$ cat src/hw/rtl/matrix4_inverse_cofactor_unit_defines.svh
// ----------------------------------------------------------------------------
// matrix4 inverse cofactor unit assertion macros
// concurrent assertion helpers, compiled out when ASSERT_OFF is defined
// ----------------------------------------------------------------------------
`ifndef MATRIX4_INVERSE_COFACTOR_UNIT_DEFINES_SVH
`define MATRIX4_INVERSE_COFACTOR_UNIT_DEFINES_SVH

`ifndef ASSERT_OFF
// antecedent implies consequent in the same cycle
`define MIC_ASSERT_IMPLY(label, clk, rst_n, ante, cons, msg) \
    label: assert property (@(posedge clk) disable iff (!rst_n) (ante) |-> (cons)) \
        else $error(msg);
// condition must never hold
`define MIC_ASSERT_NEVER(label, clk, rst_n, cond, msg) \
    label: assert property (@(posedge clk) disable iff (!rst_n) !(cond)) \
        else $error(msg);
`else
`define MIC_ASSERT_IMPLY(label, clk, rst_n, ante, cons, msg)
`define MIC_ASSERT_NEVER(label, clk, rst_n, cond, msg)
`endif

`endif

$ cat src/hw/rtl/mic_pkg.sv
// ----------------------------------------------------------------------------
// mic_pkg
// shared types and constants of the 4x4 matrix inverse unit
// ----------------------------------------------------------------------------
package mic_pkg;

    localparam int DATA_W      = 32;
    localparam int IDX_W       = 4;
    localparam int THR_W       = 31;
    localparam int PADDR_W     = 3;
    localparam int QUEUE_DEPTH = 4;

    localparam logic [DATA_W-1:0] ONE_Q16      = 32'h0001_0000;
    localparam logic [THR_W-1:0]  THR_RESET    = 31'd1;

    // register map, byte address bit 2 selects the register
    typedef enum logic [0:0] {
        REG_THRESHOLD = 1'b0,
        REG_TRANSPOSE = 1'b1
    } reg_idx_t;

    // one loaded element on its way to the compute side
    typedef struct packed {
        logic [IDX_W-1:0]  idx;
        logic [DATA_W-1:0] value;
    } elem_tok_t;

    // one result transaction
    typedef struct packed {
        logic [DATA_W-1:0] value;
        logic [IDX_W-1:0]  index;
        logic              singular;
        logic              last;
    } result_t;

    // configuration seen by the compute side
    typedef struct packed {
        logic [THR_W-1:0] threshold;
        logic             transpose;
    } cfg_t;

endpackage

$ cat src/hw/rtl/mic_front.sv
// ----------------------------------------------------------------------------
// mic_front
// input side: accepts elements and tags each with its matrix position
// ----------------------------------------------------------------------------
module mic_front (
    input  logic                       clk,
    input  logic                       rst_n,
    input  logic                       push,
    output logic                       full,
    input  logic signed [31:0]         element_value,
    output logic                       q_wr_en,
    output mic_pkg::elem_tok_t         q_wr_data,
    input  logic                       q_full
);
    import mic_pkg::*;

    logic [IDX_W-1:0] load_count_reg;
    logic             accept;

    assign full             = q_full;
    assign accept           = push && !q_full;
    assign q_wr_en          = accept;
    assign q_wr_data.idx    = load_count_reg;
    assign q_wr_data.value  = element_value;

    // column-major position, wraps after sixteen elements
    always_ff @(posedge clk or negedge rst_n)
    begin
        if (!rst_n)
        begin
            load_count_reg <= '0;
        end
        else if (accept)
        begin
            load_count_reg <= load_count_reg + 1'b1;
        end
    end

endmodule

$ cat config.mk
export PLATFORM = sky130hd
export DESIGN_NAME = mic_front
export DESIGN_NICKNAME = d
export VERILOG_FILES = /design/src/hw/rtl/matrix4_inverse_cofactor_unit_defines.svh /design/src/hw/rtl/mic_pkg.sv /design/src/hw/rtl/mic_front.sv
export SDC_FILE = /design/constraint.sdc
export NUM_CORES = 1
export LEC_CHECK = 0
export CAP_MARGIN = 20
export CORE_AREA = 3 3 40 42
export DETAILED_ROUTE_END_ITERATION = 12
export DIE_AREA = 0 0 43 45
export DONT_BUFFER_PORTS = 1
export MAX_ROUTING_LAYER = met4
export PLACE_DENSITY = 0.48
export SYNTH_ARGS = -nofsm -noshare
export SYNTH_HDL_FRONTEND = slang
export SYNTH_SLANG_ARGS = --single-unit
export TNS_END_PERCENT = 20
$ cat constraint.sdc
create_clock -name clk -period 1.3 [get_ports clk]
set_input_delay 0.065 -clock clk [delete_from_list [all_inputs] [get_ports clk]]
set_output_delay 0.065 -clock clk [all_outputs]
set_load 0.01 [all_outputs]
==> results.txt <==
----------------------------------------------------
[Power]
  Max rail drop VDD ... 0.890 mV
  Total Power Consumption ... around 0.6 mW
  Cell area power density ... 2450 mW/mm^2
  Leakage power figure ... 0.111 nW

[Logic synthesis]
  Adder and majority cell fraction of the synthesized area ... 0.0292
  Area of the mapped netlist ... 429 um^2
  Synth warn ... 0
  Part of the Yosys area used for sequential elements ... 0.233
  Area fraction in compound gates after synthesis ... 0
  Area fraction of the dominant cell type after synthesis ... 0.577
  Syn Area/Cell ... 9.33 um^2
  Number of synthesized flops with an enable pin ... 0
  Number of distinct standard cells referenced by the synthesized netlist ... 10
  Dominant combinational cell family by area after synthesis ... buffers and inverters
  Seq cells post-synth ... 4
  Main flop type after synthesis ... dfrtp_1
  Synth Net Count ... 83
  Share of flip-flops with an asynchronous set or reset after synthesis ... 1.00
  Cell count after synthesis ... 46
  Portion of netlist area occupied by mux cells ... 0.0350
  Leading cell types by count after synthesis ... buf_4 (33), dfrtp_1 (4), xnor2_1 (2)
  Cell types with the largest area share after synthesis ... buf_4 (58%), dfrtp_1 (23%), xnor2_1 (4.1%)
  Most used standard cell by instance count after synthesis ... buf_4
  Simple-gate portion of the synthesized area ... 0.0525
  Cell accounting for the most synthesized area ... buf_4
  Xor and xnor area share after synthesis ... 0.0612

[Critical path]
  Critical Path RT ... 1.41 ns
  CP max stage cell ... dfrtp_1
  Crit path largest cell delay ... about 0.44 ns
  Worst Setup End Kind ... flip-flop
  Kind of start point of the critical path ... flip-flop
  Ordered cell list for the critical path ... ha_1, mux2_4
  Data arrival time of the worst path ... 1.23 ns
  Top fanout value on the critical path ... 4
  Critical path class ... reg -> reg

[Global route]
  Number of antenna violations at the first check in global routing ... 0
  First-pass GRT wire length ... 696 um
  Maximum number of pins on one net before global-route repair ... 6
  Global-route usage over all layers ... 0.0560
  Via count of the first global-routing pass ... 169
  Overflow after GRT ... 0

[Route]
  Final routed wire length divided by cell count ... 14.3 um
  DRT Wirelength ... 471 um
  Vias post-DR ... 140
  Final routed DRC violation total ... 0
  Number of nets with antenna violations after detailed routing ... 0
  First-pass iteration count of the detailed router ... 2
  Post-DR vias/cell ... roughly 4.2
  Initial drt markers ... 1

[Timing]
  Number of pins exceeding their max-slew limit in the final report ... 0
  RSZ-0062 raised after global routing ... no
  Max-slew headroom ... 0.855
  Final-report setup violation count ... 0
  Crit share post-route ... 0.862
  Hold slack ... 0.105 ns
  Max Clock Skew ... 0.00164 ns
  Maximum frequency from static timing analysis ... 0.892 GHz
  Setup tns final ... 0 ns
  Worst slew pin tran ... 0.218 ns
  Fin. Hold Viols ... 0
  Minimum clock period ... 1.12 ns
  Setup slack after layout ... 0.179 ns

[Floorplanning]
  Die span in x ... approximately 43 um
  Die Y-Extent ... 45 um
  Effective utilization at floorplan ... 0.334
  Placeable core region ... 0.00128 mm^2
  Area of the die ... 0.00194 mm^2
  Floorplan row count ... 13
  I/O pin count ... 74

[Final layout]
  Filler cell count in the final layout ... 140
  Number of nets at the end of the flow ... between 50 and 60
  Area growth syn-to-layout ... -43.4%
  Flip-flop count of the largest register after layout ... 4
  Antenna diode count ... 0
  Fraction of final layout cells sized beyond drive strength 1 ... 0.389

[Clocking]
  Clock-pin slew reported for the worst setup and hold paths after clock tree synthesis ... about 0.040 ns
  CTS sink count ... 4
  Clock root buffer ... clkbuf_4
  H-Tree Depth ... 1
  TritonCTS clock tree ... done
  CTS buffer count ... 3
  Clock latency on the worst-skew pair ... 0.23 ns
  Post-CTS setup buffers ... 0
  Max Buffers Root-to-Sink ... 2

[Run]
  Max cap viols ... 0

[Place]
  Count of input and output buffers ... 0
  Routability Congestion ... slightly below 0.6
  Setup Slack @ Placement ... around 0.18 ns

[Worst hold path]
  Worst hold-check path type ... in -> async

[Outcome]
  Outcome ... finished clean

----------------------------------------------------
-- area by class of cell --
cell class / count / area (um^2) / share of cell area
Tap cell: 15 / 18.8 / 0.0773
Timing Repair Buffer: 3 / 25.0 / 0.103
Sequential cell: 4 / 100 / 0.412
Clock buffer: 3 / 22.5 / 0.0928
Multi-Input combinational cell: 8 / 76.3 / 0.314
-- final timing paths --
kind	slack (ns)	endpoint	from	cells after the start
setup reg to reg	0.18	load_count_reg[1]$_DFFE_PN0P_	load_count_reg[1]$_DFFE_PN0P_	2
hold / removal	0.10	load_count_reg[2]$_DFFE_PN0P_	rst_n	1
hold reg to reg	0.55	load_count_reg[3]$_DFFE_PN0P_	load_count_reg[3]$_DFFE_PN0P_	1
max in group asynchronous	1.03	load_count_reg[0]$_DFFE_PN0P_	rst_n	1
min in group clk	0.13	q_wr_data[10]	element_value[10]	0
setup / recovery	0.18	load_count_reg[1]$_DFFE_PN0P_	load_count_reg[1]$_DFFE_PN0P_	2
-- stage by stage --
stage / util / cell area, um^2 / std cells
after floorplan: - / 429 / 46
after global placement: 0.164 / 210 / 29
after detailed placement: 0.164 / 210 / 29
after CTS: 0.189 / 243 / 33
after global routing: 0.189 / 243 / 33
final: 0.189 / 243 / 33
-- logic make-up (layout without fill, tap and decap cells) --
logic type	count (synthesis)	in the layout
flip-flops	4	4
multiplexers	1	1
AND/OR/NAND/NOR	3	3
buffers and inverters	34	6
adder cells (fa/ha/maj)	1	1
XOR/XNOR	3	3
-- where the power goes --
part / leakage [nW] / total [mW] / switching, mW / internal (mW)
sequential: 0.0473 / 0.283 / 0.0926 / 0.190
clock: 0.0138 / 0.147 / 0.0446 / 0.103
combinational: 0.0497 / 0.164 / 0.0650 / 0.0994
total: 0.111 / 0.595 / 0.202 / 0.392
-- routing by layer --
metal	GRT usage	up-vias	part of all wire
li1	-	55	-
met1	0.0416	59	0.32
met2	0.0539	24	0.38
met3	0.0837	2	0.27
met4	0.0542	0	0.023
met5	-	-	0
-- cell usage in the layout, fill, tap and decap left out, drive strengths merged --
master       synthesis  routed
buf                 34       2
clkbuf               0       3
dfrtp                4       4
dlygate4sd3          0       1
ha                   1       1
mux2                 1       1
nand2                1       1
nand4                1       1
nor2b                1       1
xnor2                2       2
xor2                 1       1
-- critical path: cells and delay by family, from the launching register on --
kind	cells	cell delay, ns
muxes	1	0.25
adders and majority gates	1	0.31
DFF	1	0.44
-- timing repair --
action	in CTS	in global routing
resized for setup	0	0
endpoints found under the setup margin	0	0
hold buffers	1	0
hold endpoints to repair	4	0
(Power assumes the default switching activity.)
