$ cat src/hw/rtl/matrix4_inverse_cofactor_unit_defines.svh
// ----------------------------------------------------------------------------
// matrix4 inverse cofactor unit assertion macros
// concurrent assertion helpers, compiled out when ASSERT_OFF is defined
// ----------------------------------------------------------------------------
`ifndef MATRIX4_INVERSE_COFACTOR_UNIT_DEFINES_SVH
`define MATRIX4_INVERSE_COFACTOR_UNIT_DEFINES_SVH

`ifndef ASSERT_OFF
// antecedent implies consequent in the same cycle
`define MIC_ASSERT_IMPLY(label, clk, rst_n, ante, cons, msg) \
    label: assert property (@(posedge clk) disable iff (!rst_n) (ante) |-> (cons)) \
        else $error(msg);
// condition must never hold
`define MIC_ASSERT_NEVER(label, clk, rst_n, cond, msg) \
    label: assert property (@(posedge clk) disable iff (!rst_n) !(cond)) \
        else $error(msg);
`else
`define MIC_ASSERT_IMPLY(label, clk, rst_n, ante, cons, msg)
`define MIC_ASSERT_NEVER(label, clk, rst_n, cond, msg)
`endif

`endif

$ cat src/hw/rtl/mic_fifo.sv
// ----------------------------------------------------------------------------
// mic_fifo
// small register queue with full/empty flags
// ----------------------------------------------------------------------------
module mic_fifo #(
    parameter int WIDTH = 8,
    parameter int DEPTH = 4
) (
    input  logic             clk,
    input  logic             rst_n,
    input  logic             wr_en,
    input  logic [WIDTH-1:0] wr_data,
    output logic             full,
    input  logic             rd_en,
    output logic [WIDTH-1:0] rd_data,
    output logic             empty
);
    localparam int PTR_W = (DEPTH > 1) ? $clog2(DEPTH) : 1;
    localparam int CNT_W = $clog2(DEPTH + 1);

    logic [WIDTH-1:0] store [DEPTH];
    logic [PTR_W-1:0] wr_ptr_reg;
    logic [PTR_W-1:0] rd_ptr_reg;
    logic [CNT_W-1:0] count_reg;
    logic             do_wr;
    logic             do_rd;

    assign full    = (count_reg == CNT_W'(DEPTH));
    assign empty   = (count_reg == '0);
    assign do_wr   = wr_en && !full;
    assign do_rd   = rd_en && !empty;
    assign rd_data = store[rd_ptr_reg];

    always_ff @(posedge clk)
    begin
        if (do_wr)
        begin
            store[wr_ptr_reg] <= wr_data;
        end
    end

    always_ff @(posedge clk or negedge rst_n)
    begin
        if (!rst_n)
        begin
            wr_ptr_reg <= '0;
            rd_ptr_reg <= '0;
            count_reg  <= '0;
        end
        else
        begin
            if (do_wr)
            begin
                wr_ptr_reg <= (wr_ptr_reg == PTR_W'(DEPTH - 1)) ? '0 : wr_ptr_reg + 1'b1;
            end
            if (do_rd)
            begin
                rd_ptr_reg <= (rd_ptr_reg == PTR_W'(DEPTH - 1)) ? '0 : rd_ptr_reg + 1'b1;
            end
            if (do_wr && !do_rd)
            begin
                count_reg <= count_reg + 1'b1;
            end
            else if (do_rd && !do_wr)
            begin
                count_reg <= count_reg - 1'b1;
            end
        end
    end

endmodule

$ cat config.mk
export PLATFORM = sky130hd
export DESIGN_NAME = mic_fifo
export DESIGN_NICKNAME = d
export VERILOG_FILES = /design/src/hw/rtl/matrix4_inverse_cofactor_unit_defines.svh /design/src/hw/rtl/mic_fifo.sv
export SDC_FILE = /design/constraint.sdc
export NUM_CORES = 1
export LEC_CHECK = 0
export BUFFER_PORTS_ARGS = -buffer_cell sky130_fd_sc_hd__buf_2
export CAP_MARGIN = 20
export CORE_ASPECT_RATIO = 0.9
export CORE_MARGIN = 2
export CORE_UTILIZATION = 55
export CTS_CLUSTER_DIAMETER = 50
export DETAILED_ROUTE_END_ITERATION = 6
export PLACE_DENSITY = 0.77
export SYNTH_ARGS = -nofsm -noshare
export SYNTH_HDL_FRONTEND = slang
export SYNTH_SLANG_ARGS = --single-unit
$ cat constraint.sdc
create_clock -name clk -period 2.55 [get_ports clk]
set_input_delay 0 -clock clk [delete_from_list [all_inputs] [get_ports clk]]
set_output_delay 0 -clock clk [all_outputs]
set_load 0.05 [all_outputs]
==> flow_summary.yaml, run 1 <==
layout:
  area.growth.synth_to_final_pct: 19.00
  nets: 134
  drive_gt1_share_pct: 43.10
  antenna_cells: 0
  fill_cells: 198
  largest_register_ffs: 32
  final_cells: 156
route:
  via_count: 782
  routed-wl-met2_um: 1392
  antenna_left: 0
  drt-met1-wl_um: 1093
  first_pass_iters: 4
  wire_per_inst_um: 16.54
  wl_met3_um: 75
  drc: 0
  vias_per_cell: 5.013
  highest_layer: "met4"
  wl_um: 2581
  first_iter_violations: 18
grt:
  first_global_vias: 874
  overflow: 0
  grt_max_degree: 14
  track_usage_pct: 17.65
  grt_pass1_wl_um: 4140
  antenna_found_initial: 0
sta:
  grt_setup_unrepaired: "no"
  period_share_pct: 82.20
  skew_ns: 0.005642
  maxSlewHeadroom_pct: 59.24
  setup_viol: 0
  finalHoldViolations: 0
  fmax_ghz: 0.4771
  period_minus_slack_ns: 2.096
  slew_violations: 0
  layout_setup_ws_ns: 0.4539
  worst_slew_pin_slew_ns: 0.6114
  fin_tns_setup_ns: 0
power_and_ir_drop:
  vdd_drop_max_uv: 588.3
  power_uw: 2305
  powerDensity_nw_per_um2: 1196
  power.leakage_uw: 0.0007278
critical_path:
  slowest_delay_ns: 0.44
  crit_buf_inv: 1
  crit_arrival_ns: 2.37
  crit_path_frequent_cell: "xor2_1"
  path_cells: "nor3b_4 > nor2b_2 > ha_1 > inv_1 > fa_1 > xor2_1 > nor2_1 > xor2_1"
  cp-end-kind: "flop"
  critPathLaunchType: "flop"
  critPathSlowestCell: "dfrtp_1"
  cp_top_family: "adder cells"
  worstPathRequired_ns: 2.82
  critPathKind: "flop to flop"
  crit_fanout: 7
clocking:
  post_cts_buffers: 0
  cts_tree: "yes"
  cts_buffers: 5
  clock_sinks: 39
  htree_levels: 2
  clockBufferDepth: 2
  clk_pin_slew_worst_paths_ns: 0.12
  clockRootBuffer: "clkbuf_4"
  clk_latency_ns: 0.34
  cts_hold_buf: 10
  cts_resized: 0
die:
  die_area_sq_um: 3397
  fp.dieH_um: 55.49
  coreArea_sq_um: 2770
  start_util_pct: 58.49
  ioPinCount: 22
  die_x_um: 61.22
  num_rows: 18
yosys:
  synth_area_sq_um: 1620
  syn_nets: 98
  ys_seq_area_share_pct: 70.12
  yosys_warnings: 0
  synth.avg_cell_area_sq_um: 20.51
  synth_cells: 79
  ys_ff_latch: 39
  synth.distinct_cells: 19
placement:
  dpl.hpwl_um: 1694
  place_congestion: 0.7128
  place_inst: 137
  portBuffers: 21
  dp_slack_ns: 0.4864
min_path:
  hold_class: "primary input to flop"
status:
  status: "finished, final reports clean"
job:
  max_cap_violations: 0
power by group:
part	switching [uW]	total, uW	internal [uW]
clock	200	305	105
combinational	590	975	385
sequential	165	1030	861
total	954	2310	1350
worst paths after layout:
check,from,to,slack (ns),depth (start not counted)
setup / recovery,count_reg[2],count_reg[2],0.45,8
hold / removal,wr_en,wr_ptr_reg[1],0.17,3
setup reg to reg,count_reg[2],count_reg[2],0.45,8
hold reg to reg,count_reg[2],count_reg[2],0.56,1
max in group asynchronous,rst_n,wr_ptr_reg[0],1.66,3
min in group asynchronous,rst_n,count_reg[0],0.64,3
final cells by class:
| class | instances | area [sq um] | area share, % |
|---|---|---|---|
| repair buffers | 32 | 215.2 | 11.16 |
| clock buffers | 5 | 37.54 | 1.947 |
| clock inverters | 3 | 20.02 | 1.038 |
| flip-flops and latches | 39 | 1136 | 58.92 |
| inverters | 3 | 11.26 | 0.5840 |
| multi-input cells | 34 | 457.9 | 23.75 |
| well taps | 40 | 50.05 | 2.596 |
layout by cell type, fill, tap and decap left out:
cell type,n
mux2_2,3
clkbuf_4,5
mux4_2,8
nor2b_2,1
ha_1,6
dlygate4sd3_1,11
inv_1,3
nor3b_4,1
and2_2,4
clkinvlp_4,2
buf_2,21
nand2b_4,1
dfrtp_1,7
xnor2_1,1
xor2_1,2
edfxtp_1,32
nor2_1,3
nor3_2,1
clkinv_2,1
fa_1,1
mux2_4,2
kinds of logic after synthesis:
logic type / share of synthesized area [%]
flip-flops: 70.12
XOR/XNOR: 1.622
adder cells (fa/ha/maj): 5.869
buffers and inverters: 1.930
AND/OR/NAND/NOR: 5.405
multiplexers: 15.06
cells in the mapped netlist, drive strengths merged:
cell	instances	area [sq um]
nor3	1	5.000
xnor2	1	8.760
nor3b	1	18.77
dfrtp	7	175.2
buf	3	20.01
fa	1	20.02
mux2	5	63.81
xor2	2	17.52
mux4	8	180.2
ha	6	75.07
edfxtp	32	960.9
inv	3	11.26
nor2b	1	8.760
nand2b	1	13.76
nor2	3	11.26
and2	4	30.03
worst register-to-register path: stages (launching register included):
cell and delay [ns]:
dfrtp_1 0.44, nor3b_4 0.18, nor2b_2 0.29, ha_1 0.25, inv_1 0.07, fa_1 0.37
xor2_1 0.15, nor2_1 0.11, xor2_1 0.16
metrics by stage:
stage	area [sq um]	util (%)	hold WS [ns]
after floorplan	1625	-	-0.2956
after global placement	1760	63.55	-0.1582
after detailed placement	1760	63.55	-0.1543
after CTS	1918	69.24	0.006081
after global routing	1928	69.60	0.1637
final	1928	69.60	0.1729
routing by layer:
layer | global-route usage, % | vias to the layer above
li1 | - | 373
met1 | 23.05 | 393
met2 | 28.27 | 13
met3 | 7.026 | 3
met4 | 2.795 | 0
met5 | 0 | -
No activity file was read; power rests on OpenSTA's default activity.
==> run 2, diff against run 1 <==
==> constraint.sdc (replaced) <==
create_clock -name clk -period 2.07 [get_ports clk]
set_input_delay 0 -clock clk [delete_from_list [all_inputs] [get_ports clk]]
set_output_delay 0 -clock clk [all_outputs]
set_load 0.05 [all_outputs]
==> run 2 against run 1 <==
Critical path depth down 6. Total power up 35%. Combinational power up 25%. Utilization up 1.9 points. Final area up 2.7%. Sequential power up 23%. Wire length down 1.1%. Global-route usage up 1.1 points. First-iteration DRC count up 22%. Via count up 3.7%. Hold slack worse by 0.16 ns. Cell count down 0.64%. Critical path type is now flop to output port. Highest routed layer unchanged.
==> flow_summary.yaml, run 2 (same netlist as run 1, synthesis figures left out) <==
status:
  status: "finished, final reports clean"
sta:
  layout_setup_ws_ns: 0.1643
  fmax_ghz: 0.5247
  skew_ns: 0.01020
  maxSlewHeadroom_pct: 61.14
  period_minus_slack_ns: 1.906
  slew_violations: 0
  grt_setup_unrepaired: "no"
  setup_viol: 0
  finalHoldViolations: 0
  period_share_pct: 92.06
  worst_slew_pin_slew_ns: 0.5829
  whs_ns: 0.01164
  fin_tns_setup_ns: 0
layout:
  finish.instance_area_sq_um: 1979
  drive_gt1_share_pct: 46.09
  antenna_cells: 0
  largest_register_ffs: 32
  fill_cells: 181
  final_common_cell: "edfxtp_1"
  nets: 133
  final_cells: 155
  final_cell_mix: "edfxtp_1, buf_2, dlygate4sd3_1"
  area.growth.synth_to_final_pct: 22.16
power_and_ir_drop:
  vdd_drop_max_uv: 905.3
  p_comb_share_pct: 39.3
  p_clk_share_pct: 19.9
  p_seq_share_pct: 40.8
  sw_frac_of_total_pct: 37.88
  power.leakage_uw: 0.0007505
  p_int_uw: 1934
  powerDensity_nw_per_um2: 1573
  p_switching_uw: 1180
grt:
  grt_pass1_wl_um: 4284
  overflow: 0
  first_global_vias: 893
  antenna_found_initial: 0
  grt_max_degree: 13
  track_usage_pct: 18.79
clocking:
  clk_pin_slew_worst_paths_ns: 0.11
  post_cts_buffers: 0
  cts_buffers: 5
  clockBufferDepth: 2
  clk_latency_ns: 0.35
  htree_levels: 2
  clockRootBuffer: "clkbuf_4"
  cts_tree: "yes"
  clock_sinks: 39
critical_path:
  worstPathRequired_ns: 2.07
  crit_arrival_ns: 1.91
  crit_fanout: 11
  cp-end-kind: "output port"
  critPathLaunchType: "flop"
  critPathKind: "flop to output port"
route:
  antenna_left: 0
  drc: 0
  wl_met3_um: 78
  drt-met1-wl_um: 984
  vias_per_cell: 5.232
  routed-wl-met2_um: 1428
  wl_um: 2553
  first_pass_iters: 4
  first_iter_violations: 22
  wire_per_inst_um: 16.47
  via_count: 811
  highest_layer: "met4"
placement:
  dp_slack_ns: 0.2126
  place_area_sq_um: 1788
  place_inst: 138
  portBuffers: 21
  place_congestion: 0.7513
  dpl.hpwl_um: 1677
die:
  die_area_sq_um: 3397
  coreArea_sq_um: 2770
  start_util_pct: 58.49
  num_rows: 18
  ioPinCount: 22
  fp.dieH_um: 55.49
  die_x_um: 61.22
job:
  max_cap_violations: 0
min_path:
  hold_class: "primary input to async pin"
## run 2: cell count changes in the layout (fill, tap and decap cells not counted), sizes merged
| cell | previous run | this run |
|---|---|---|
| bufinv | 0 | 2 |
| clkinvlp | 2 | 0 |
| dlygate4sd3 | 11 | 9 |
| buf | 21 | 22 |
| clkbuf | 5 | 6 |
| clkinv | 1 | 0 |
## run 2: cell type report
class | count | area [sq um] | share of cell area (%)
flip-flops and latches | 39 | 1137 | 57.46
multi-input cells | 34 | 476.7 | 24.08
inverters | 3 | 11.26 | 0.5689
clock inverters | 2 | 60.06 | 3.034
clock buffers | 6 | 41.29 | 2.086
well taps | 40 | 50.05 | 2.528
repair buffers | 31 | 202.7 | 10.24
## run 2: timing repair
action                                 CTS  global route
hold buffers                             9             0
resized for setup                        0             0
endpoints found under the hold margin   39             0
## run 2: metrics by stage
| stage | util (%) | total power [uW] |
|---|---|---|
| floorplan | - | 2255 |
| detailed placement | 64.54 | 2515 |
| global placement | 64.54 | 2458 |
| CTS | 71.45 | 3152 |
| finish | 71.45 | 3114 |
| global route | 71.45 | 3300 |
## run 2: worst paths after layout
kind,startpoint,slack (ns),depth (start not counted),to
max,rd_ptr_reg[0],0.16,2,rd_data[4]
min,rst_n,0.01,2,count_reg[2]
max reg2reg,count_reg[0],0.19,8,count_reg[2]
min reg2reg,count_reg[2],0.57,1,count_reg[2]
max in group asynchronous,rst_n,1.89,2,count_reg[0]
min in group clk,rd_en,0.03,3,rd_ptr_reg[0]
## run 2: layer usage
metal / GRT usage [%] / vias up
met5: 0 / -
met4: 10.25 / 0
met3: 5.621 / 6
met2: 29.48 / 20
met1: 22.73 / 414
li1: - / 371
## run 2: worst max-delay path: stages (launching register included)
cell     delay (ns)
dfrtp_1        0.73
mux4_2         0.60
buf_2          0.23
## run 2: power groups by stage
stage          Combinational, uW  Clock, uW  Sequential [uW]
6_report                    1220        620             1270
5_1_grt                     1330        660             1310
4_1_cts                     1240        630             1280
3_3_place_gp                1180          0             1280
3_5_place_dp                1220          0             1300
2_1_floorplan               1080          0             1180
